[config.mk]
export PLATFORM = sky130hd
export DESIGN_NAME = positional_field_splitter_top_flat
export DESIGN_NICKNAME = d
export VERILOG_FILES = /design/src/rtl/pfs_pkg.sv /design/src/rtl/pfs_if.sv /design/src/rtl/pfs_step.sv /design/src/rtl/pfs_res_buf.sv /design/src/rtl/positional_field_splitter_top.sv /design/src/flat_wrapper.sv
export SDC_FILE = /design/constraint.sdc
export NUM_CORES = 1
export LEC_CHECK = 0
export ABC_AREA = 1
export BUFFER_PORTS_ARGS = -buffer_cell sky130_fd_sc_hd__buf_2
export CORE_ASPECT_RATIO = 1.2
export CORE_UTILIZATION = 55
export CTS_BUF_LIST = sky130_fd_sc_hd__clkbuf_16
export DETAILED_ROUTE_END_ITERATION = 10
export PLACE_DENSITY = 0.77
export SETUP_SLACK_MARGIN = 0.15
export SLEW_MARGIN = 20
export SYNTH_ARGS = -nofsm -noshare
export SYNTH_HDL_FRONTEND = slang
export SYNTH_SLANG_ARGS = --single-unit
[constraint.sdc]
create_clock -name clk_i -period 5.35 [get_ports clk_i]
set_input_delay 0.8025 -clock clk_i [delete_from_list [all_inputs] [get_ports clk_i]]
set_output_delay 0.8025 -clock clk_i [all_outputs]
set_load 0.01 [all_outputs]
[src/rtl/pfs_pkg.sv]
`timescale 1ns / 1ps

package pfs_pkg;

  // Default build values for the top-level parameters.
  localparam int MAX_SEP_LEN_DEF     = 4;
  localparam int FIELD_NUM_WIDTH_DEF = 16;

  // Configuration register indexes and reset values.
  localparam int CFG_IDX_W = 2;
  localparam logic [CFG_IDX_W-1:0] REG_SEP_BYTES = 2'd0;
  localparam logic [CFG_IDX_W-1:0] REG_SEP_LEN   = 2'd1;
  localparam logic [CFG_IDX_W-1:0] REG_COLLAPSE  = 2'd2;

  localparam logic [31:0] SEP_BYTES_RST = 32'h0000_0020;
  localparam logic [2:0]  SEP_LEN_RST   = 3'd1;
  localparam logic        COLLAPSE_RST  = 1'b1;

  // Request opcodes.
  localparam logic OP_BYTE = 1'b0;
  localparam logic OP_EOL  = 1'b1;

  // Result kinds.
  typedef enum logic [1:0] {
    KIND_BYTE      = 2'd0,
    KIND_EOF       = 2'd1,
    KIND_EOL_EMPTY = 2'd2
  } kind_e;

  // One result, without the field number (shared by all results of a request).
  typedef struct packed {
    kind_e       kind;
    logic [7:0]  data;
    logic        done;
  } res_t;

  // Separator byte i; positions beyond the 32-bit register compare as zero.
  function automatic logic [7:0] sep_byte(input logic [31:0] sep, input int idx);
    logic [7:0] b;
    b = 8'h00;
    if (idx < 4) begin
      b = sep[8*idx +: 8];
    end
    return b;
  endfunction

endpackage

[src/rtl/pfs_if.sv]
`timescale 1ns / 1ps

interface pfs_in_if;
  logic       valid;
  logic       ready;
  logic       op;
  logic [7:0] data_byte;

  modport source (output valid, output op, output data_byte, input ready);
  modport sink   (input valid, input op, input data_byte, output ready);
endinterface

interface pfs_out_if import pfs_pkg::*; #(
  parameter int FNW = FIELD_NUM_WIDTH_DEF
);
  logic           valid;
  logic           ready;
  logic [1:0]     kind;
  logic [7:0]     out_byte;
  logic [FNW-1:0] field_number;
  logic           line_done;

  modport source (output valid, output kind, output out_byte, output field_number,
                  output line_done, input ready);
  modport sink   (input valid, input kind, input out_byte, input field_number,
                  input line_done, output ready);
endinterface

[src/rtl/pfs_step.sv]
`timescale 1ns / 1ps

module pfs_step import pfs_pkg::*; #(
  parameter int MAX_SEP_LEN     = MAX_SEP_LEN_DEF,
  parameter int FIELD_NUM_WIDTH = FIELD_NUM_WIDTH_DEF,
  localparam int CW             = $clog2(MAX_SEP_LEN + 1)
) (
  input  logic                       op_i,
  input  logic [7:0]                 data_byte_i,
  input  logic [31:0]                sep_bytes_i,
  input  logic [2:0]                 sep_len_i,
  input  logic                       collapse_i,
  input  logic [7:0]                 pend_i [MAX_SEP_LEN],
  input  logic [CW-1:0]              pcnt_i,
  input  logic [FIELD_NUM_WIDTH-1:0] fields_i,
  input  logic                       vhc_i,
  input  logic                       skip_i,
  output logic [7:0]                 pend_o [MAX_SEP_LEN],
  output logic [CW-1:0]              pcnt_o,
  output logic [FIELD_NUM_WIDTH-1:0] fields_o,
  output logic                       vhc_o,
  output logic                       skip_o,
  output res_t [MAX_SEP_LEN-1:0]     res_o,
  output logic [CW-1:0]              res_cnt_o,
  output logic [FIELD_NUM_WIDTH-1:0] res_field_o
);

  logic [3:0]    len_ext;
  logic [CW-1:0] eff_len;
  logic [7:0]    win [MAX_SEP_LEN];
  logic [CW-1:0] wcnt;
  logic [MAX_SEP_LEN:0] ok;
  logic [CW-1:0] sel;
  logic [CW-1:0] rem;
  logic          hit;
  logic          skip_mid;
  logic          emit_eof;
  logic          fields_max;

  assign fields_max  = &fields_i;
  assign res_field_o = fields_max ? fields_i : fields_i + 1'b1;

  // Separator length clamped to 1..MAX_SEP_LEN.
  assign len_ext = {1'b0, sep_len_i};
  always_comb begin
    if (len_ext == 4'd0) begin
      eff_len = CW'(1);
    end else if (32'(len_ext) > MAX_SEP_LEN) begin
      eff_len = CW'(MAX_SEP_LEN);
    end else begin
      eff_len = CW'(len_ext);
    end
  end

  // Pending bytes with the new byte appended.
  assign wcnt = pcnt_i + 1'b1;
  always_comb begin
    for (int k = 0; k < MAX_SEP_LEN; k++) begin
      win[k] = (CW'(k) == pcnt_i) ? data_byte_i : pend_i[k];
    end
  end

  // ok[s]: after releasing s oldest bytes the rest is a separator prefix.
  always_comb begin
    for (int s = 0; s <= MAX_SEP_LEN; s++) begin
      ok[s] = (CW'(s) <= wcnt) && ((wcnt - CW'(s)) <= eff_len);
      for (int j = 0; j < MAX_SEP_LEN; j++) begin
        if (s + j < MAX_SEP_LEN) begin
          if ((CW'(j) < wcnt - CW'(s)) && (win[s+j] != sep_byte(sep_bytes_i, j))) begin
            ok[s] = 1'b0;
          end
        end
      end
    end
    sel = CW'(MAX_SEP_LEN);
    for (int s = MAX_SEP_LEN; s >= 0; s--) begin
      if (ok[s]) begin
        sel = CW'(s);
      end
    end
  end

  assign rem      = wcnt - sel;
  assign hit      = (rem == eff_len);
  assign skip_mid = (sel != '0) ? 1'b0 : skip_i;
  assign emit_eof = hit && !skip_mid;

  always_comb begin
    pend_o   = pend_i;
    pcnt_o   = pcnt_i;
    fields_o = fields_i;
    vhc_o    = vhc_i;
    skip_o   = skip_i;
    res_cnt_o = '0;
    for (int j = 0; j < MAX_SEP_LEN; j++) begin
      res_o[j] = '{kind: KIND_BYTE, data: 8'h00, done: 1'b0};
    end

    if (op_i == OP_BYTE) begin
      for (int j = 0; j < MAX_SEP_LEN; j++) begin
        if (CW'(j) < sel) begin
          res_o[j] = '{kind: KIND_BYTE, data: win[j], done: 1'b0};
        end else begin
          res_o[j] = '{kind: KIND_EOF, data: 8'h00, done: 1'b0};
        end
      end
      res_cnt_o = sel + CW'(emit_eof);
      vhc_o  = (sel != '0) ? 1'b1 : vhc_i;
      skip_o = skip_mid;
      if (hit) begin
        pcnt_o = '0;
        if (!skip_mid) begin
          fields_o = res_field_o;
          vhc_o    = 1'b0;
          skip_o   = collapse_i;
        end
      end else begin
        pcnt_o = rem;
        for (int k = 0; k < MAX_SEP_LEN; k++) begin
          for (int s = 0; s < MAX_SEP_LEN; s++) begin
            if ((sel == CW'(s)) && (k + s < MAX_SEP_LEN)) begin
              pend_o[k] = win[k+s];
            end
          end
        end
      end
    end else begin
      // End of line: flush pending bytes, then close the line.
      for (int j = 0; j < MAX_SEP_LEN; j++) begin
        if (CW'(j) < pcnt_i) begin
          res_o[j] = '{kind: KIND_BYTE, data: pend_i[j], done: 1'b0};
        end else if (collapse_i && !vhc_i && (pcnt_i == '0)) begin
          res_o[j] = '{kind: KIND_EOL_EMPTY, data: 8'h00, done: 1'b1};
        end else begin
          res_o[j] = '{kind: KIND_EOF, data: 8'h00, done: 1'b1};
        end
      end
      res_cnt_o = pcnt_i + 1'b1;
      pcnt_o    = '0;
      fields_o  = '0;
      vhc_o     = 1'b0;
      skip_o    = collapse_i;
    end
  end

endmodule

[src/rtl/pfs_res_buf.sv]
`timescale 1ns / 1ps

module pfs_res_buf import pfs_pkg::*; #(
  parameter int MAX_SEP_LEN     = MAX_SEP_LEN_DEF,
  parameter int FIELD_NUM_WIDTH = FIELD_NUM_WIDTH_DEF,
  localparam int CW             = $clog2(MAX_SEP_LEN + 1),
  localparam int IW             = (MAX_SEP_LEN > 1) ? $clog2(MAX_SEP_LEN) : 1
) (
  input  logic                       clk_i,
  input  logic                       rst_ni,
  input  logic                       load_i,
  input  res_t [MAX_SEP_LEN-1:0]     res_i,
  input  logic [CW-1:0]              res_cnt_i,
  input  logic [FIELD_NUM_WIDTH-1:0] res_field_i,
  output logic                       ready_o,
  pfs_out_if.source                  out_o
);

  res_t [MAX_SEP_LEN-1:0]     res_q;
  logic [FIELD_NUM_WIDTH-1:0] field_q;
  logic [CW-1:0]              cnt_q;
  logic [CW-1:0]              rd_q;
  logic [CW-1:0]              rd_inc;
  res_t                       head;

  assign rd_inc  = rd_q + 1'b1;
  assign ready_o = (rd_q == cnt_q) || ((rd_inc == cnt_q) && out_o.ready);

  always_ff @(posedge clk_i or negedge rst_ni) begin
    if (!rst_ni) begin
      cnt_q <= '0;
      rd_q  <= '0;
    end else if (load_i) begin
      cnt_q <= res_cnt_i;
      rd_q  <= '0;
    end else if (out_o.valid && out_o.ready) begin
      rd_q <= rd_inc;
    end
  end

  always_ff @(posedge clk_i) begin
    if (load_i) begin
      res_q   <= res_i;
      field_q <= res_field_i;
    end
  end

  assign head               = res_q[rd_q[IW-1:0]];
  assign out_o.valid        = (rd_q != cnt_q);
  assign out_o.kind         = head.kind;
  assign out_o.out_byte     = head.data;
  assign out_o.field_number = field_q;
  assign out_o.line_done    = head.done;

endmodule

[src/rtl/positional_field_splitter_top.sv]
`timescale 1ns / 1ps
// The first result of a request is shown in the cycle after the request is taken.
// One request per cycle while each request yields at most one result and the output is ready;
// a request with more results holds the input until its last result leaves.
// Reset (rst_ni low, asynchronous): line state cleared, registers to their defaults,
// result buffer empty. The pending separator window is not reset.

module positional_field_splitter_top import pfs_pkg::*; #(
  parameter int MAX_SEP_LEN     = MAX_SEP_LEN_DEF,
  parameter int FIELD_NUM_WIDTH = FIELD_NUM_WIDTH_DEF
) (
  input  logic                 clk_i,
  input  logic                 rst_ni,
  input  logic                 cfg_we_i,
  input  logic [CFG_IDX_W-1:0] cfg_idx_i,
  input  logic [31:0]          cfg_data_i,
  pfs_in_if.sink               in_i,
  pfs_out_if.source            out_o
);

  localparam int CW = $clog2(MAX_SEP_LEN + 1);

  // Configuration registers.
  logic [31:0] sep_bytes_q;
  logic [2:0]  sep_len_q;
  logic        collapse_q;

  // Line state. The window holds the bytes that so far match a separator
  // prefix; it never holds a full separator, so MAX_SEP_LEN slots suffice.
  logic [7:0]                 pend_q [MAX_SEP_LEN];
  logic [7:0]                 pend_d [MAX_SEP_LEN];
  logic [CW-1:0]              pcnt_q, pcnt_d;
  logic [FIELD_NUM_WIDTH-1:0] fields_q, fields_d;
  logic                       vhc_q, vhc_d;
  logic                       skip_q, skip_d;

  // Results of the request at the input, computed in the same cycle.
  res_t [MAX_SEP_LEN-1:0]     res;
  logic [CW-1:0]              res_cnt;
  logic [FIELD_NUM_WIDTH-1:0] res_field;

  logic accept;

  assign accept = in_i.valid && in_i.ready;

  always_ff @(posedge clk_i or negedge rst_ni) begin
    if (!rst_ni) begin
      sep_bytes_q <= SEP_BYTES_RST;
      sep_len_q   <= SEP_LEN_RST;
      collapse_q  <= COLLAPSE_RST;
    end else if (cfg_we_i) begin
      case (cfg_idx_i)
        REG_SEP_BYTES: sep_bytes_q <= cfg_data_i;
        REG_SEP_LEN:   sep_len_q   <= cfg_data_i[2:0];
        REG_COLLAPSE:  collapse_q  <= cfg_data_i[0];
        default: ;
      endcase
    end
  end

  // Control part of the line state; skipping starts set since collapse resets to 1.
  always_ff @(posedge clk_i or negedge rst_ni) begin
    if (!rst_ni) begin
      pcnt_q   <= '0;
      fields_q <= '0;
      vhc_q    <= 1'b0;
      skip_q   <= COLLAPSE_RST;
    end else if (accept) begin
      pcnt_q   <= pcnt_d;
      fields_q <= fields_d;
      vhc_q    <= vhc_d;
      skip_q   <= skip_d;
    end
  end

  // Window bytes are only ever read below the pending count.
  always_ff @(posedge clk_i) begin
    if (accept) begin
      pend_q <= pend_d;
    end
  end

  // The whole separator match for one byte is a parallel compare of every
  // possible release count against the separator, all of it combinational.
  pfs_step #(
    .MAX_SEP_LEN     (MAX_SEP_LEN),
    .FIELD_NUM_WIDTH (FIELD_NUM_WIDTH)
  ) u_step (
    .op_i        (in_i.op),
    .data_byte_i (in_i.data_byte),
    .sep_bytes_i (sep_bytes_q),
    .sep_len_i   (sep_len_q),
    .collapse_i  (collapse_q),
    .pend_i      (pend_q),
    .pcnt_i      (pcnt_q),
    .fields_i    (fields_q),
    .vhc_i       (vhc_q),
    .skip_i      (skip_q),
    .pend_o      (pend_d),
    .pcnt_o      (pcnt_d),
    .fields_o    (fields_d),
    .vhc_o       (vhc_d),
    .skip_o      (skip_d),
    .res_o       (res),
    .res_cnt_o   (res_cnt),
    .res_field_o (res_field)
  );

  // The buffer holds the results of one request and takes the next request
  // as soon as its last result leaves, in the same cycle.
  pfs_res_buf #(
    .MAX_SEP_LEN     (MAX_SEP_LEN),
    .FIELD_NUM_WIDTH (FIELD_NUM_WIDTH)
  ) u_res_buf (
    .clk_i       (clk_i),
    .rst_ni      (rst_ni),
    .load_i      (accept),
    .res_i       (res),
    .res_cnt_i   (res_cnt),
    .res_field_i (res_field),
    .ready_o     (in_i.ready),
    .out_o       (out_o)
  );

endmodule

[src/flat_wrapper.sv]
// flat-port wrapper written by rule: the top's interface ports become plain ports
module positional_field_splitter_top_flat import pfs_pkg::*;
#(
  parameter int MAX_SEP_LEN     = MAX_SEP_LEN_DEF,
  parameter int FIELD_NUM_WIDTH = FIELD_NUM_WIDTH_DEF
)
  (clk_i, rst_ni, cfg_we_i, cfg_idx_i, cfg_data_i, in_i_valid, in_i_op, in_i_data_byte, in_i_ready, out_o_valid, out_o_kind, out_o_out_byte, out_o_field_number, out_o_line_done, out_o_ready);
  pfs_in_if in_i_i ();
  pfs_out_if out_o_i ();
  input  logic clk_i;
  input  logic rst_ni;
  input  logic cfg_we_i;
  input  logic [CFG_IDX_W-1:0] cfg_idx_i;
  input  logic [31:0] cfg_data_i;
  input wire logic [$bits(in_i_i.valid)-1:0] in_i_valid;
  input wire logic [$bits(in_i_i.op)-1:0] in_i_op;
  input wire logic [$bits(in_i_i.data_byte)-1:0] in_i_data_byte;
  output wire logic [$bits(in_i_i.ready)-1:0] in_i_ready;
  output wire logic [$bits(out_o_i.valid)-1:0] out_o_valid;
  output wire logic [$bits(out_o_i.kind)-1:0] out_o_kind;
  output wire logic [$bits(out_o_i.out_byte)-1:0] out_o_out_byte;
  output wire logic [$bits(out_o_i.field_number)-1:0] out_o_field_number;
  output wire logic [$bits(out_o_i.line_done)-1:0] out_o_line_done;
  input wire logic [$bits(out_o_i.ready)-1:0] out_o_ready;
  assign in_i_i.valid = in_i_valid;
  assign in_i_i.op = in_i_op;
  assign in_i_i.data_byte = in_i_data_byte;
  assign in_i_ready = in_i_i.ready;
  assign out_o_valid = out_o_i.valid;
  assign out_o_kind = out_o_i.kind;
  assign out_o_out_byte = out_o_i.out_byte;
  assign out_o_field_number = out_o_i.field_number;
  assign out_o_line_done = out_o_i.line_done;
  assign out_o_i.ready = out_o_ready;
  positional_field_splitter_top #(.MAX_SEP_LEN(MAX_SEP_LEN), .FIELD_NUM_WIDTH(FIELD_NUM_WIDTH)) u_core (.clk_i(clk_i), .rst_ni(rst_ni), .cfg_we_i(cfg_we_i), .cfg_idx_i(cfg_idx_i), .cfg_data_i(cfg_data_i), .in_i(in_i_i), .out_o(out_o_i));
endmodule
Word-level counts from Yosys, hierarchy flattened
Index checks and enable logic that the tools add are counted.
{"block": "op_classes", "n_addsub": 8, "order_cmp": 28, "n_eq_ne": 23, "muxes": 58, "bitwise": 2, "n_reduce_logical": 42}
{"cell": "two-way mux 8 bit", "count": 13}
{"cell": "inequality test 8 bit", "count": 10}
{"cell": "two-way mux 11 bit", "count": 6}
{"cell": "two-way mux 16 bit", "count": 4}
{"cell": "two-way mux 44 bit", "count": 1}
{"cell": "two-way mux 10 bit", "count": 4}
{"cell": "less-than comparator 1 x 3 -> 1 bit, first input constant", "count": 11}
{"cell": "two-way mux 3 bit", "count": 11}
{"cell": "binary-select mux 11 bit (select 2 bit)", "count": 1}
{"cell": "less-than comparator 2 x 3 -> 1 bit, first input constant", "count": 7}
{"cell": "logical AND 1 bit", "count": 20}
{"cell": "two-way mux 1 bit", "count": 18}
{"cell": "adder 16 x 1 -> 16 bit, second input constant", "count": 1}
{"cell": "AND reduction 16 bit", "count": 1}
{"cell": "AND reduction 4 bit", "count": 4}
{"cell": "<= comparator 3 bit", "count": 4}
{"cell": "== test 3 bit", "count": 3}
{"cell": "adder 3 x 1 -> 3 bit, second input constant", "count": 2}
{"cell": "== test 2 x 3 -> 1 bit, first input constant", "count": 2}
{"cell": "== test 3 x 2 -> 1 bit, second input constant", "count": 2}
{"cell": "<= comparator 1 x 3 -> 1 bit, first input constant", "count": 2}
{"cell": "<= comparator 2 x 3 -> 1 bit, first input constant", "count": 2}
{"cell": "logical NOT 3 bit", "count": 2}
{"cell": "AND reduction 2 bit", "count": 3}
{"cell": "other kinds (21)", "count": 27}
{"block": "totals", "register_bits": 155, "output_inout_bits": 29, "elab_cells": 187}

Depth between registers and ports, before layout
Gate-level depths: netlist (run 1).
{"block": "logic_depth", "word_depth": 16, "ltp_mapped": 34}

Cells and area by module
Synthesis (run 1) repeated with hierarchy kept, for this count alone.
{"block": "unflattened", "hier_cells": 1652, "hier_area_um2": 11237.0}
{"mod": "pfs_step", "n_inst": 1, "cells_each": 1205, "area_each_um2": 5549.1, "seq_area_each_um2": 0.0}
{"mod": "positional_field_splitter_top", "n_inst": 1, "cells_each": 282, "area_each_um2": 3234.4, "seq_area_each_um2": 2392.3}
{"mod": "pfs_res_buf", "n_inst": 1, "cells_each": 165, "area_each_um2": 2453.6, "seq_area_each_um2": 1951.9}

Worst setup path after synthesis (run 1)
Ideal clock, no wire load.
{"block": "synth_path", "path_type": "flip-flop to flip-flop", "start": "reg u_core.pcnt_q[0]", "end": "reg u_core.pend_q[10] in the netlist's numbering (enable)", "setup_ps": 383, "arrival_ps": 4651, "required_time_ps": 4967, "setup_slack_ps": 316, "stages_incl_launch_ff": 32, "n_path_buf": 3, "path_cell_list": "dfrtp_1 buf_2 inv_1 ha_1 clkbuf_1 inv_1 nor2_2 nand2_1 nand2_1 nand2_1 nand2_1 nand2_1 nor2_1 nand2_1 nand2_1 nand2_1 nor2_1 nand2_2 inv_2 nor2_4 inv_2 o21ai_2 ha_1 fa_1 xnor2_1 inv_1 nand4_1 nand3_1 nand3_1 nand2_2 buf_4 nor3_1"}
{"block": "synth_between", "elab_chain_len": 13, "elab_cells_between_ends": 75, "classes_between": "add/sub (5); order compare (18); eq/ne (15); mux (18); bitwise (1); reduce/logical (18)"}
{"item": "from (decl)", "line_no": "positional_field_splitter_top.sv:32", "source": "logic [CW-1:0] pcnt_q, pcnt_d;"}
{"item": "from (signal assigned)", "line_no": "positional_field_splitter_top.sv:69", "source": "pcnt_q <= pcnt_d;"}
{"item": "adder 3 x 1 -> 3 bit, or another cell as far along", "line_no": "pfs_step.sv:56", "source": "assign wcnt = pcnt_i + 1'b1;"}
{"item": "subtractor 3 x 2 -> 3 bit, or another cell as far along", "line_no": "pfs_step.sv:66, pfs_step.sv:69"}
{"item": "<= comparator 3 bit, or another cell as far along", "line_no": "pfs_step.sv:66", "source": "ok[s] = (CW'(s) <= wcnt) && ((wcnt - CW'(s)) <= eff_len);"}
{"item": "logical AND 1 bit (on tied branches)", "line_no": "pfs_step.sv:66, pfs_step.sv:69"}
{"item": "two-way mux 1 bit", "line_no": "pfs_step.sv:69", "source": "if ((CW'(j) < wcnt - CW'(s)) && (win[s+j] != sep_byte(sep_bytes_i, j))) begin"}
{"item": "two-way mux 3 bit / two-way mux 1 bit (equally long branches) (3 in a row)", "line_no": "pfs_step.sv:77, pfs_step.sv:69"}
{"item": "two-way mux 3 bit", "line_no": "pfs_step.sv:77", "source": "if (ok[s]) begin"}
{"item": "subtractor 3 bit", "line_no": "pfs_step.sv:83", "source": "assign rem = wcnt - sel;"}
{"item": "== test 3 bit", "line_no": "pfs_step.sv:84", "source": "assign hit = (rem == eff_len);"}
{"item": "NOT 1 bit (no source line)"}
{"item": "AND reduction 4 bit (no source line) *"}
{"item": "to (signal assigned)", "line_no": "positional_field_splitter_top.sv:79", "source": "pend_q <= pend_d;"}
{"item": "to (decl)", "line_no": "positional_field_splitter_top.sv:30", "source": "logic [7:0] pend_q [MAX_SEP_LEN];"}
Mark *: on every way between the ends. The rest lies on a longest branch, timed or not.
A chain may end at the register's enable or synchronous reset.

==> flow_summary.toml, run 1 <==
[pwr]
p_leak_nw = 5.44
p_switching_mw = 2.69
power_density_nw_per_um2 = 540
p_clk_share_pct = 20.0
pwr-share-seq_pct = 32.4
p_int_mw = 3.41
combPwrFrac_pct = 47.6
vdd_drop_max_uv = 289
switching_share_pct = 44.1

[sta]
fin_ws_ns = 0.420
fmax_mhz = 203
fin_crit_ns = 4.93
hold_slack_ns = 0.485
max_slew_margin_pct = 34.4
tns_ns = 0
clock_skew_ns = 0.0134
post-route-period-util_pct = 92.1
tightestPinTransition_ns = 0.980
slew_viol_final = 0
hold_violations = 0
rsz0062_at_grt = "no"
finalSetupViolCount = 0

[synthesis]
ys.flop_type = "edfxtp_1"
synth_enable_flop_cells = 92
synth-compound-area-share_pct = 12.2
synth_top_family_by_area = "simple AND/OR/NAND/NOR gates"
seq_area_frac_synth_pct = 43.2
synthAdderAreaFrac_pct = 2.94
synthesis.instances = 1379
async_reset_ff_share_pct = 40.6
synth.distinct_cells = 44
syn_nets = 1450
synth-seq-cells = 155
synth_xor_area_share_pct = 1.39
synth.avg_cell_area_um2 = 7.29
synth.area.mux_share_pct = 0.112
syn-cell-area_um2 = 10100
yosysWarningCount = 0
synthSimpleGateAreaFrac_pct = 32.2

[grt]
grt_pass1_wl_um = 46200
grt-ovfl-total = 0
antenna_found_initial = 0
grt_pass1_vias = 8831
grt_max_degree = 66
grt_use_total_pct = 31.9

[final_layout]
nets = 1519
utilization_pct = 63.8
n_fill_cell = 1522
final_area_um2 = 11300
drive_gt1_share_pct = 12.5
syn2layout_area_growth_pct = 12.3
n_antenna_cell = 0

[clocking]
tritoncts = "done"
cts.sinks = 155
cts_buffer_depth = 2
clk_latency_ns = 0.44
cts-root-buf = "clkbuf_16"
h-tree-depth = 4
cts_made_buffers = 17
clkTransAtPathRegs_ns = 0.07

[detailed_routing]
viasPerCell = 5.82
drc_errors = 5
via_count = 9785
first_pass_iters = 11
wl_per_cell_um = 17.4
drt_iter0_drc = 1221
drt_wl_total_um = 29200
ant_nets = 0

[run]
maxCapViolCount = 0

[worst_setup_path]
critPathRequiredTime_ns = 5.49
cp_max_fo = 20
start_kind = "register"
crit_arrival_ns = 5.07
end_kind = "register"
critPathKind = "register to register"

[floorplanning]
io_pins = 77
die_height_um = 150
rows = 53
die_area_um2 = 18800
die_width_um = 125
core_um2 = 17700
initial_core_util_pct = 56.8

[placed_design]
pre_cts_ws_ns = 0.278
postPlaceCellArea_um2 = 10600
gp_congestion = 1.03
port_buffers = 76
dp_hpwl_um = 21600

[outcome]
outcome = "finished with violations"
violations = "design-rule violations"

[worst_hold_path]
hold_class = "register to register"
critical path: stages, from the launching register on:
cell and delay (ns):
dfrtp_1 0.45, inv_2 0.35, nand3_4 0.28, nand2_1 0.24, nand2_1 0.22, nand2_1 0.11, nand2_1 0.05, inv_1 0.04
nand2_1 0.08, nor2_1 0.11, nand2_1 0.12, a21oi_2 0.16, nand2_2 0.10, inv_2 0.09, nor2_4 0.04, inv_2 0.06
o21ai_2 0.08, ha_1 0.21, fa_1 0.46, xnor2_2 0.20, inv_1 0.08, nand4_1 0.11, nand3_1 0.08, nand3_1 0.13
nand2_2 0.11, buf_12 0.20, nor3_1 0.19, buf_4 0.26
final timing paths:
kind	start	to	slack, ns	cells after the start
setup / recovery	u_core.pcnt_q[2]	u_core.pend_q[13]	0.42	27
hold / removal	u_core.fields_q[5]	u_core.fields_q[5]	0.49	2
setup reg to reg	u_core.pcnt_q[2]	u_core.pend_q[13]	0.42	27
hold reg to reg	u_core.fields_q[5]	u_core.fields_q[5]	0.49	2
max in group asynchronous	rst_ni	u_core.pcnt_q[0]	4.22	2
min in group asynchronous	rst_ni	u_core.fields_q[6]	0.51	2
synth_stat cells, drive strengths merged (2+ instances only):
master | instances | share of area [%]
nand2 | 459 | 17
nand3 | 156 | 7.9
inv | 145 | 5.4
nor2 | 134 | 5.3
edfxtp | 92 | 27
o21ai | 82 | 4.1
a21oi | 62 | 3.2
dfrtp | 59 | 15
clkbuf | 31 | 1.2
o32ai | 26 | 2.3
o22ai | 24 | 1.5
ha | 22 | 2.7
buf | 21 | 1.3
nor3 | 14 | 0.70
xnor2 | 8 | 0.70
xor2 | 8 | 0.70
o31ai | 6 | 0.45
nand4 | 5 | 0.31
dfstp | 4 | 1.0
o211ai | 3 | 0.22
or2 | 3 | 0.19
clkinv | 2 | 0.075
nand3b | 2 | 0.15
nor4 | 2 | 0.12
cell usage in the layout (no fill, tap or decap), types with 14 or more instances in the layout:
| cell | synthesis | routed |
|---|---|---|
| clkbuf_16 | 0 | 19 |
| nor3_1 | 14 | 14 |
| dfrtp_1 | 59 | 57 |
| inv_1 | 137 | 135 |
| buf_4 | 4 | 25 |
| o32ai_1 | 26 | 26 |
| o21ai_0 | 68 | 68 |
| nor2_1 | 127 | 127 |
| buf_2 | 13 | 76 |
| edfxtp_1 | 92 | 92 |
| nand3_1 | 153 | 153 |
| o22ai_1 | 24 | 24 |
| ha_1 | 22 | 22 |
| nand2_1 | 447 | 444 |
| a21oi_1 | 60 | 60 |
| nand2_2 | 12 | 14 |
registers in the layout (all words and copies together), names as in the netlist, 3 cells and up:
signal / count
u_core.fields_q: 16
u_core.pcnt_q: 3
u_core.pend_q: 32
u_core.sep_bytes_q: 32
u_core.sep_len_q: 3
u_core.u_res_buf.cnt_q: 3
u_core.u_res_buf.out_o.field_number: 16
u_core.u_res_buf.rd_q: 3
u_core.u_res_buf.res_q: 44
timing repair:
action | 4_1_cts | 5_1_grt
setup endpoints to repair | 0 | 51
hold buffers | 0 | 0
resized for setup | 0 | 13
setup buffers | 0 | 3
power by group through the flow:
stage / Combinational, mW / Clock (mW) / Sequential [mW]
2_1_floorplan: 2.00 / 0 / 1.96
3_3_place_gp: 2.75 / 0 / 1.98
6_report: 2.91 / 1.22 / 1.98
3_5_place_dp: 2.79 / 0 / 1.99
4_1_cts: 2.81 / 1.23 / 1.97
5_1_grt: 3.20 / 1.28 / 2.01
cell families after synthesis:
family / count (synthesis)
AOI/OAI and AO/OA: 209
xor gates and xnor gates: 16
adders and majority gates: 23
buffers and inverters: 199
DFF: 155
muxes: 1
and+or+nand+nor: 776
metrics by stage:
step | instances | power, mW
floorplan | 1379 | 3.96
global placement | 1646 | 4.74
detailed placement | 1646 | 4.78
CTS | 1678 | 6.01
global route | 1681 | 6.48
finish | 1681 | 6.10
routing by layer:
metal | track usage, % | wire length (µm) | up-vias
met5 | 0 | 0 | -
met4 | 14.4 | 1100 | 0
met3 | 4.83 | 3030 | 91
met2 | 49.2 | 12800 | 616
met1 | 44.7 | 12200 | 4360
li1 | - | - | 4718
area by class of cell:
type	instances	area, µm²	share of cell area (%)
inverters	147	552	4.88
flip-flops and latches	155	4350	38.5
multi-input cells	1025	4940	43.8
well taps	220	275	2.44
clock buffers	19	475	4.21
clock inverters	13	114	1.01
repair buffers	102	588	5.21
No activity file was read; power rests on OpenSTA's default activity.
==> run 2, diff against run 1 <==
--- a/config.mk
+++ b/config.mk
@@ -7,11 +7,13 @@
 export LEC_CHECK = 0
 export ABC_AREA = 1
 export BUFFER_PORTS_ARGS = -buffer_cell sky130_fd_sc_hd__buf_2
+export CELL_PAD_IN_SITES_DETAIL_PLACEMENT = 1
+export CELL_PAD_IN_SITES_GLOBAL_PLACEMENT = 2
 export CORE_ASPECT_RATIO = 1.2
-export CORE_UTILIZATION = 55
+export CORE_UTILIZATION = 32
 export CTS_BUF_LIST = sky130_fd_sc_hd__clkbuf_16
 export DETAILED_ROUTE_END_ITERATION = 10
-export PLACE_DENSITY = 0.77
+export PLACE_DENSITY_LB_ADDON = 0.1
 export SETUP_SLACK_MARGIN = 0.15
 export SLEW_MARGIN = 20
 export SYNTH_ARGS = -nofsm -noshare
==> run 2 against run 1 <==
The flow now finishes without violations. First-iteration DRC count is 46% lower. Critical endpoint is now u_core.pend_q[11]. Highest routed layer unchanged. Sequential share of layout area is 0.94 points lower. Cell count is 11% higher. Critical path depth stayed put. Routed wire length is 31% higher. Largest cell class unchanged. Clock skew is 0.00073 ns lower.
==> flow_summary.toml, run 2 (synthesized netlist as in run 1, its figures left out) <==
[worst_setup_path]
cp_max_fo = 20
cpPeakStageDelay_ns = 0.48
crit_buf_inv = 5
crit_path_top_delay_cell = "dfrtp_2"
path_delay_family = "simple AND/OR/NAND/NOR gates"
start_kind = "register"
critPathRequiredTime_ns = 5.49
end_kind = "register"
crit_arrival_ns = 5.06
cp_common_cell = "nand2_1"
critPathKind = "register to register"

[detailed_routing]
drt_iter0_drc = 658
drc_errors = 0
via_count = 9619
viasPerCell = 5.14
first_pass_iters = 7
ant_nets = 0
drt_wl_total_um = 38300
wl_per_cell_um = 20.5

[worst_hold_path]
hold_class = "input port to async pin"

[outcome]
outcome = "completed"

[final_layout]
top_regs = "u_core.u_res_buf.res_q x44, u_core.pend_q x32, u_core.sep_bytes_q x32"
n_fill_cell = 3863
final_common_cell = "nand2_1"
syn2layout_area_growth_pct = 15.1
final_area_um2 = 11600
fin_cells = 1872
largest_reg_flops = 44
register_area_um2 = 4350
layout_common_cells = "nand2_1 (446), nand3_1 (153), inv_1 (135)"
multi_input_area_um2 = 4950
n_antenna_cell = 0
drive_gt1_share_pct = 13.2
nets = 1534
regMostFlops = "u_core.u_res_buf.res_q"

[pwr]
p_clk_share_pct = 18.6
pwr-share-seq_pct = 31.7
power_density_nw_per_um2 = 542
p_int_mw = 3.37
combPwrFrac_pct = 49.7
p_leak_nw = 5.50
p_switching_mw = 2.91
vdd_drop_max_uv = 248
switching_share_pct = 46.3

[clocking]
clkTransAtPathRegs_ns = 0.07
cts.sinks = 155
cts_buffer_depth = 2
tritoncts = "done"
h-tree-depth = 4
clk_latency_ns = 0.44
cts_made_buffers = 17
postCtsHoldBufs = 0
cts-root-buf = "clkbuf_16"

[floorplanning]
die_width_um = 164
die_height_um = 196
io_pins = 77
rows = 70
die_area_um2 = 32100
core_um2 = 30700
initial_core_util_pct = 32.8

[grt]
grt_pass1_vias = 9952
antenna_found_initial = 0
grt_pass1_wl_um = 59300
grt-ovfl-total = 0
grt_max_degree = 64
grt_use_total_pct = 24.9

[placed_design]
pre_cts_ws_ns = 0.174
dp_hpwl_um = 30000
postPlaceCellArea_um2 = 10900
gp_congestion = 0.940
port_buffers = 76
dp.cells = 1830

[sta]
clock_skew_ns = 0.0127
tns_ns = 0
tightestPinTransition_ns = 0.690
rsz0062_at_grt = "no"
max_slew_margin_pct = 53.9
finalSetupViolCount = 0
fmax_mhz = 203
fin_crit_ns = 4.91
hold_slack_ns = 0.369
slew_viol_final = 0
post-route-period-util_pct = 91.9
fin_ws_ns = 0.436
hold_violations = 0

[run]
maxCapViolCount = 0
-- run 2: changes by cell type in the layout (fill, tap and decap cells not counted), sizes merged --
cell	change
bufinv	-1
clkbuf	-1
buf	+15
clkinv	+1
clkinvlp	+1
-- run 2: path summary, 6_finish.rpt --
kind	endpoint	from	slack, ns	cells after the start
min in group clk_i	u_core.fields_q[5]	u_core.fields_q[5]	0.48	2
worst min register to register	u_core.fields_q[5]	u_core.fields_q[5]	0.48	2
worst max-delay path	u_core.pend_q[11]	u_core.pcnt_q[1]	0.44	27
worst max register to register	u_core.pend_q[11]	u_core.pcnt_q[1]	0.44	27
max in group asynchronous	u_core.sep_bytes_q[15]	rst_ni	3.97	2
worst min-delay path	u_core.fields_q[11]	rst_ni	0.37	1
-- run 2: worst reg2reg max path, stage by stage (launching register included) --
cell and delay, ns:
dfrtp_2 0.48, nor2_2 0.34, nand2_2 0.34, nand2_1 0.18
nand2_1 0.14, nand2_1 0.09, nand2_1 0.05, nor2_1 0.19
nand2_1 0.08, nor2_1 0.11, nor2_1 0.05, nor2_1 0.11
nand2_2 0.13, inv_2 0.10, nor2_4 0.04, inv_2 0.06
o21ai_2 0.08, ha_1 0.21, fa_1 0.47, xnor2_2 0.22
inv_1 0.09, nand4_1 0.13, nand3_1 0.11, nand3_1 0.11
nand2_2 0.08, buf_6 0.20, nor3_1 0.17, buf_4 0.24
-- run 2: power groups by stage --
| stage | registers (mW) | clock network, mW | logic (mW) |
|---|---|---|---|
| after global placement | 2.01 | 0 | 3.05 |
| after global routing | 2.04 | 1.22 | 3.50 |
| final | 1.99 | 1.16 | 3.12 |
| after CTS | 2.00 | 1.19 | 3.10 |
| after floorplan | 1.96 | 0 | 2.00 |
| after detailed placement | 2.02 | 0 | 3.09 |
-- run 2: what timing repair did --
| action | in CTS | in global routing |
|---|---|---|
| gates resized for setup | 0 | 10 |
| setup buffers | 0 | 10 |
| setup endpoints to repair | 0 | 51 |
-- run 2: final cells by class --
cell class	count	area share (%)
clock buffer	18	3.89
clock inverter	14	0.789
inverter	147	4.80
multi-input combinational	1025	42.7
sequential	155	37.5
tap	396	4.28
timing repair buffer	117	5.98
-- run 2: through the flow --
step / power [mW] / utilization [%]
3_3_place_gp: 5.07 / 35.6
2_1_floorplan: 3.96 / -
6_report: 6.28 / 37.8
4_1_cts: 6.28 / 37.4
3_5_place_dp: 5.10 / 35.6
5_1_grt: 6.76 / 37.8
-- run 2: layer usage --
metal	wire length (µm)	share of wire [%]	global-route usage (%)
met4	1090	2.8	8.54
met5	0	0	0
met1	17100	45	31.4
met3	1090	2.9	2.58
met2	19100	50	43.8
==> run 3, diff against run 2 <==
--- a/config.mk
+++ b/config.mk
@@ -8,13 +8,14 @@
 export ABC_AREA = 1
 export BUFFER_PORTS_ARGS = -buffer_cell sky130_fd_sc_hd__buf_2
 export CELL_PAD_IN_SITES_DETAIL_PLACEMENT = 1
-export CELL_PAD_IN_SITES_GLOBAL_PLACEMENT = 2
+export CELL_PAD_IN_SITES_GLOBAL_PLACEMENT = 1
 export CORE_ASPECT_RATIO = 1.2
-export CORE_UTILIZATION = 32
+export CORE_UTILIZATION = 41
 export CTS_BUF_LIST = sky130_fd_sc_hd__clkbuf_16
 export DETAILED_ROUTE_END_ITERATION = 10
 export PLACE_DENSITY_LB_ADDON = 0.1
 export SETUP_SLACK_MARGIN = 0.15
+export SKIP_CTS_REPAIR_TIMING = 1
 export SLEW_MARGIN = 20
 export SYNTH_ARGS = -nofsm -noshare
 export SYNTH_HDL_FRONTEND = slang
==> run 3 against run 2 <==
Non-clock buffer count down 4. Largest cell class unchanged. Via count increased by 1.7%. Clock power fell by 5%. Clock-buffer cell count is 1 lower. Worst hold slack improved by 0.12 ns. Setup slack improved by 0.098 ns.
==> flow_summary.toml, run 3 (synthesized netlist as in run 1, its figures left out) <==
[clocking]
cts_buffer_depth = 2
h-tree-depth = 4
clkTransAtPathRegs_ns = 0.06
cts_made_buffers = 17
cts.sinks = 155
cts-root-buf = "clkbuf_16"
clk_latency_ns = 0.44
tritoncts = "done"

[sta]
rsz0062_at_grt = "yes"
post-route-period-util_pct = 90.0
tns_ns = 0
fin_ws_ns = 0.533
max_slew_margin_pct = 39.4
hold_violations = 0
fmax_mhz = 208
tightestPinTransition_ns = 0.909
finalSetupViolCount = 0
fin_crit_ns = 4.82
slew_viol_final = 0
clock_skew_ns = 0.0126

[final_layout]
layout_common_cells = "nand2_1 (443), nand3_1 (153), inv_1 (137)"
drive_gt1_share_pct = 12.9
top_regs = "u_core.u_res_buf.res_q x44, u_core.pend_q x32, u_core.sep_bytes_q x32"
syn2layout_area_growth_pct = 13.6
nets = 1530
n_antenna_cell = 0
final_common_cell = "nand2_1"
regMostFlops = "u_core.u_res_buf.res_q"
largest_reg_flops = 44

[floorplanning]
io_pins = 77
rows = 62
die_width_um = 145
initial_core_util_pct = 42.0
core_um2 = 24000
die_area_um2 = 25200
die_height_um = 174

[grt]
antenna_found_initial = 0
grt-ovfl-total = 0
grt_pass1_vias = 9991
grt_pass1_wl_um = 55700
grt_use_total_pct = 29.1
grt_max_degree = 65

[worst_setup_path]
crit_path_top_delay_cell = "dfrtp_2"
end_kind = "register"
cp_common_cell = "ha_1"
ff2ff_path_depth = 29
start_kind = "register"
worstReg2RegStart = "u_core.pcnt_q[0]"
cpPeakStageDelay_ns = 0.48
ff2ff_setup_slack_ns = 0.53
cp_max_fo = 9
critPathKind = "register to register"
r2r_end = "u_core.u_res_buf.cnt_q[0]"
crit_arrival_ns = 5.13
critPathRequiredTime_ns = 5.67

[run]
maxCapViolCount = 0

[placed_design]
gp_congestion = 0.883
port_buffers = 76
pre_cts_ws_ns = 0.245
dp_hpwl_um = 27200

[detailed_routing]
first_pass_iters = 5
viasPerCell = 5.46
ant_nets = 0
drc_errors = 0
drt_iter0_drc = 643
via_count = 9787
drt_wl_total_um = 35500
wl_per_cell_um = 19.8

[outcome]
outcome = "completed"

[worst_hold_path]
hold_class = "register to register"
worstHoldStart = "u_core.fields_q[5]"
hold_end = "u_core.fields_q[5]"
min_path_cells = 2

[pwr]
vdd_drop_max_uv = 233
power_density_nw_per_um2 = 539
p_leak_nw = 5.47
run 3: how the worst max path moves through the flow:
| stage | startpoint | to | slack [ns] | cells past startpoint |
|---|---|---|---|---|
| 5_1_grt | u_core.pcnt_q[0] | u_core.pend_q[15] | 0.12 | 28 |
| 4_1_cts | u_core.pcnt_q[1] | u_core.pend_q[12] | 0.21 | 28 |
| 3_3_place_gp | u_core.pcnt_q[1] | u_core.pend_q[14] | 0.37 | 28 |
| 3_5_place_dp | u_core.pcnt_q[1] | u_core.pend_q[12] | 0.25 | 28 |
| 2_1_floorplan | u_core.pcnt_q[0] | u_core.pend_q[10] | 0.32 | 31 |
| 6_report | u_core.pcnt_q[0] | u_core.u_res_buf.cnt_q[0] | 0.53 | 29 |
run 3: area by class of cell:
cell class                 instances  area (µm²)
clock buffer                      17         425
clock inverter                    15        86.3
fill                            3089       12500
inverter                         147         552
multi-input combinational       1025        4960
sequential                       155        4350
tap                              320         400
timing repair buffer             113         662
run 3: worst max-delay path: cells and delay by family, from the launching register on:
kind	cells	cell delay (ns)
compound gates	7	0.85
simple gates	10	1.20
flops	1	0.48
fa+ha+maj	5	1.48
buf+inv	6	0.54
xor+xnor	1	0.17
run 3: layer usage:
layer	global-route usage [%]	part of all wire, %	up-vias
li1	-	-	4739
met4	12.4	3.4	0
met2	50.7	49	256
met5	0	0	-
met3	3.79	4.0	58
met1	36.2	43	4734
run 3: metrics by stage:
step                      hold WS (ns)  total power, mW  instances  instance area, µm²  utilization [%]
after global placement           0.455             4.94       1755               10800             45.2
after global routing             0.513             6.58       1792               11400             47.7
after detailed placement         0.477             5.01       1755               10800             45.2
after CTS                        0.491             6.13       1787               11300             47.3
final                            0.484             6.16       1792               11400             47.7
after floorplan                  0.442             3.96       1379               10100                -
run 3: where the power goes:
| group | total [mW] | switching (mW) | internal (mW) |
|---|---|---|---|
| Sequential | 2.00 | 0.237 | 1.76 |
| Combinational | 3.06 | 2.08 | 0.984 |
| Clock | 1.10 | 0.516 | 0.581 |
